===== config.mk =====
export PLATFORM = sky130hd
export DESIGN_NAME = ptme_alu
export DESIGN_NICKNAME = d
export VERILOG_FILES = /design/src/rtl/ptme_pkg.sv /design/src/rtl/ptme_alu.sv
export SDC_FILE = /design/constraint.sdc
export NUM_CORES = 1
export LEC_CHECK = 0
export ABC_AREA = 1
export BUFFER_PORTS_ARGS = -buffer_cell sky130_fd_sc_hd__buf_2
export CAP_MARGIN = 10
export CORE_ASPECT_RATIO = 0.7
export CORE_UTILIZATION = 50
export DETAILED_ROUTE_END_ITERATION = 8
export GPL_TIMING_DRIVEN = 0
export MAX_ROUTING_LAYER = met4
export PLACE_DENSITY = 0.84
export SLEW_MARGIN = 20
export SYNTH_ARGS = -nofsm -noshare
export SYNTH_HDL_FRONTEND = slang
export SYNTH_SLANG_ARGS = --single-unit

===== constraint.sdc =====
create_clock -name vclk -period 3.6
set_input_delay 0.18 -clock vclk [all_inputs]
set_output_delay 0.18 -clock vclk [all_outputs]
set_load 0.03 [all_outputs]

===== src/rtl/ptme_pkg.sv =====
`default_nettype none
package ptme_pkg;

   localparam int unsigned AddrWidth  = 48;
   localparam int unsigned SumWidth   = AddrWidth + 1;
   localparam int unsigned IndexWidth = 9;
   localparam int unsigned PageShift  = 12;
   localparam int unsigned KeyWidth   = AddrWidth - PageShift;
   localparam int unsigned PagesWidth = 21;

   localparam logic [63:0] ADDR_MASK   = 64'h0000_FFFF_FFFF_F000;
   localparam logic [63:0] D_VALID     = 64'h1;
   localparam logic [63:0] D_TABLE     = 64'h2;
   localparam logic [63:0] D_AP_UNPRIV = 64'h40;
   localparam logic [63:0] D_AF        = 64'h400;
   localparam logic [63:0] D_SH_INNER  = 64'h300;
   localparam logic [63:0] D_NG        = 64'h800;

   localparam logic [5:0] VA_WIDTH_MIN = 6'd39;
   localparam logic [5:0] VA_WIDTH_MAX = 6'd48;

   typedef enum logic [2:0] {
      ST_OK      = 3'd0,
      ST_BADARG  = 3'd1,
      ST_RANGE   = 3'd2,
      ST_FULL    = 3'd3,
      ST_BLOCK   = 3'd4,
      ST_NOTPOOL = 3'd5
   } status_type;

   typedef enum logic [0:0] {
      OP_MAP  = 1'b0,
      OP_READ = 1'b1
   } opcode_type;

   typedef enum logic [0:0] {
      CSR_VA_WIDTH  = 1'b0,
      CSR_POOL_BASE = 1'b1
   } csr_index_type;

   typedef enum logic [0:0] {
      ALU_ADD = 1'b0,
      ALU_SUB = 1'b1
   } alu_op_type;

   typedef enum logic [3:0] {
      S_BOOT,
      S_IDLE,
      S_RANGE,
      S_RD,
      S_EVAL,
      S_CLR,
      S_LINK,
      S_LOOKUP,
      S_LEAF,
      S_NEXT_VA,
      S_NEXT_PA,
      S_GET,
      S_DONE
   } state_type;

   typedef struct packed {
      logic [5:0]           va_width;
      logic [AddrWidth-1:0] pool_base;
   } cfg_type;

   typedef struct packed {
      alu_op_type          op;
      logic [SumWidth-1:0] a;
      logic [SumWidth-1:0] b;
   } alu_req_type;

   function automatic logic [IndexWidth-1:0] level_index(input logic [AddrWidth-1:0] va,
                                                         input logic [1:0] level);
      logic [IndexWidth-1:0] idx;
      unique case (level)
         2'd0:    idx = va[47:39];
         2'd1:    idx = va[38:30];
         2'd2:    idx = va[29:21];
         default: idx = va[20:12];
      endcase
      return idx;
   endfunction

endpackage
`default_nettype wire


===== src/rtl/ptme_alu.sv =====
`default_nettype none
module ptme_alu
   import ptme_pkg::*;
(
   input  alu_req_type         req,
   output logic [SumWidth-1:0] result
);

   logic [SumWidth-1:0] operand_b;

   assign operand_b = (req.op == ALU_SUB) ? ~req.b : req.b;
   assign result    = req.a + operand_b + {{(SumWidth-1){1'b0}}, (req.op == ALU_SUB)};

endmodule
`default_nettype wire


==> results by group <==
Timing
  – TNS Setup: 0 ns
  – Post-layout worst setup margin: 0.2386 ns
  – Pins Over Slew Limit: 0
  – Slew margin rel.: 52.26%
  – Final Setup Violations: 0
  – Hold Vio Cnt, Final: 0
  – Max Fclk: 297.5 MHz
  – Tmin final: 3.361 ns
  – Slew @ Worst Pin: 0.7107 ns
  – Unrepaired setup endpoints after global routing: false
  – Fin crit share: 93.37%

Power
  – PwrDens: 301.5 nW/µm²
  – Pleak: 3.620 nW
  – VDD IR max: 0.1955 mV

Placed design
  – Port bufs: 147
  – Pre-CTS worst setup slack: 0.4344 ns
  – Post-DP HPWL: 14,290 µm
  – RD Place Congestion: 1.109

Cells and area
  – Highest-count cells in the layout ignoring fill and taps: nand2_1, inv_1, buf_2
  – FF/Latch Area: 0 µm²
  – Area Growth Syn to Fin: 18.69%
  – # diodes: 0
  – Layout cells sized above 1: 21.91%
  – Commonest non-fill, non-tap cell in the layout: nand2_1
  – # nets final: 1,229
  – Number of fillers in the final layout: 995
  – Sequential cells: 0
  – CLK BUF: 0

Global route
  – Largest net degree at the start of global routing: 11
  – Met1 Track Usage GR: 47.22%
  – GRT met3 Usage: 6.489%
  – First-pass GRT wire length: 24,900 µm
  – Initial antenna violation count: 0
  – Global routing met2 resource utilization: 47.79%
  – GRT Overall Usage: 32.44%
  – Number of global-route vias before repair: 5,174
  – Gr busiest metal: met2
  – Grt total ovfl: 0

Worst setup path
  – Critical path's largest stage delay: 0.57 ns
  – Top delay family on crit path: simple AND/OR/NAND/NOR gates
  – Worst path arrival time: 3.18 ns
  – CP startpoint: req[98]
  – Worst Setup Path Type: primary input to output pin
  – Critical path cell sequence: buf_2, buf_2, buf_2, xor2_1, ha_1, nand2_1, nor3_1, nand2_1, nor3_2, nand2_1, nand3_1, nand2_1, nand2_1, buf_2
  – Worst Path Required: 3.42 ns
  – Worst path bufs/invs: 4
  – Critical path fanouts, max: 10
  – Startpoint Class: primary input
  – CP max-delay cell: nor3_1
  – Cell repeated most along the worst path: nand2_1
  – Crit end category: output pin

Synth
  – Mean Syn Cell Area: 5.125 µm²
  – Cells after Synth: 930
  – Unique masters post-synth: 27
  – Yosys warnings: 0
  – Mapped Nets: 1,080
  – Netlist Area Pre-Place: 4766 µm²
  – Post-synthesis sequential area ratio: 0%

Floorplan
  – Row Count: 29
  – Height of the die: 83.69 µm
  – Die X: 118.7 µm
  – I/O pins: 148
  – Die Footprint: 9933 µm²
  – Starting Density: 52.12%
  – CORE AREA: 9144 µm²

Run status
  – Run status: completed

CTS
  – Hold buffers post-CTS: 0
  – # Post-CTS Setup Buffers: 0
  – Gates resized, CTS repair: 0

Routing
  – Initial DRT Pass Iterations: 5
  – DRT iter0 DRCs: 503
  – DRC: 0
  – Final Routed Wirelength: 15,880 µm
  – Post-route ant nets: 0
  – Wirelength per Cell: 13.22 µm
  – Total number of vias: 5,898
  – Vias per cell: 4.911

Flow run
  – Max-cap violations: 0

Worst hold path
  – Worst hold path class: primary input to output pin
  – HP Start: req[49]
metrics by stage:
stage	hold slack (ns)	utilization, %	instance area, µm²	total power, W	instances
floorplan	0.5322	-	4766	0.001208	930
global placement	0.6767	61.86	5657	0.001665	1201
detailed placement	0.6801	61.86	5657	0.001674	1201
CTS	0.6808	61.86	5657	0.001681	1201
global route	0.6924	61.86	5657	0.001852	1201
finish	0.6802	61.86	5657	0.001705	1201
logic make-up after synthesis:
family          after synthesis  synth area share, %
compound gates               43                4.936
fa+ha+maj                    51                13.55
buf+inv                     208                16.54
xor+xnor                     79                14.52
simple gates                549                50.46
where the power goes:
part	total [W]	internal (W)	leakage [nW]	switching (W)
sequential	0	0	0	0
combinational	0.00171	0.000529	3.62	0.00118
clock	0	0	0	0
final cells by class:
cell class | count | area [µm²] | share of cell area [%]
buffer | 6 | 30.03 | 0.5309
timing repair buffer | 147 | 735.7 | 13.01
inverter | 202 | 758.2 | 13.40
tap | 124 | 155.1 | 2.743
multi-input combinational | 722 | 3978 | 70.32
path summary, 6_finish.rpt:
kind	endpoint	cells past startpoint	slack, ns
max	result[48]	14	0.24
min	result[0]	3	0.68
Yosys cell counts:
cell	n	area, µm²
nand2_1	359	1348
inv_1	184	690.7
xor2_1	70	613.1
nor2_1	63	236.5
ha_1	50	625.6
nand3_1	36	180.2
a21oi_1	32	160.2
nor2_2	25	156.4
nand2_2	23	143.9
inv_2	18	67.56
nand4_1	11	68.82
nor3_1	11	55.05
xnor2_1	9	78.83
nor2_4	7	78.83
buf_2	6	30.03
nor3_2	6	60.06
o21bai_1	5	37.54
nand3b_1	4	30.03
o21a_1	2	15.01
o21ai_0	2	10.01
a21o_1	1	7.510
fa_1	1	20.02
nand3_2	1	10.01
nand3b_2	1	11.26
nand3b_4	1	20.02
o21ai_1	1	5.000
or2_2	1	6.260
per-layer routing:
metal | share of wire [%] | routed length, µm | up-vias
met5 | 0 | 0 | -
met4 | 0.35 | 55 | 0
met3 | 11 | 1773 | 4
met2 | 40 | 6356 | 235
met1 | 48 | 7691 | 2587
li1 | - | - | 3072
Note: power is estimated with default switching activity, not from simulation.
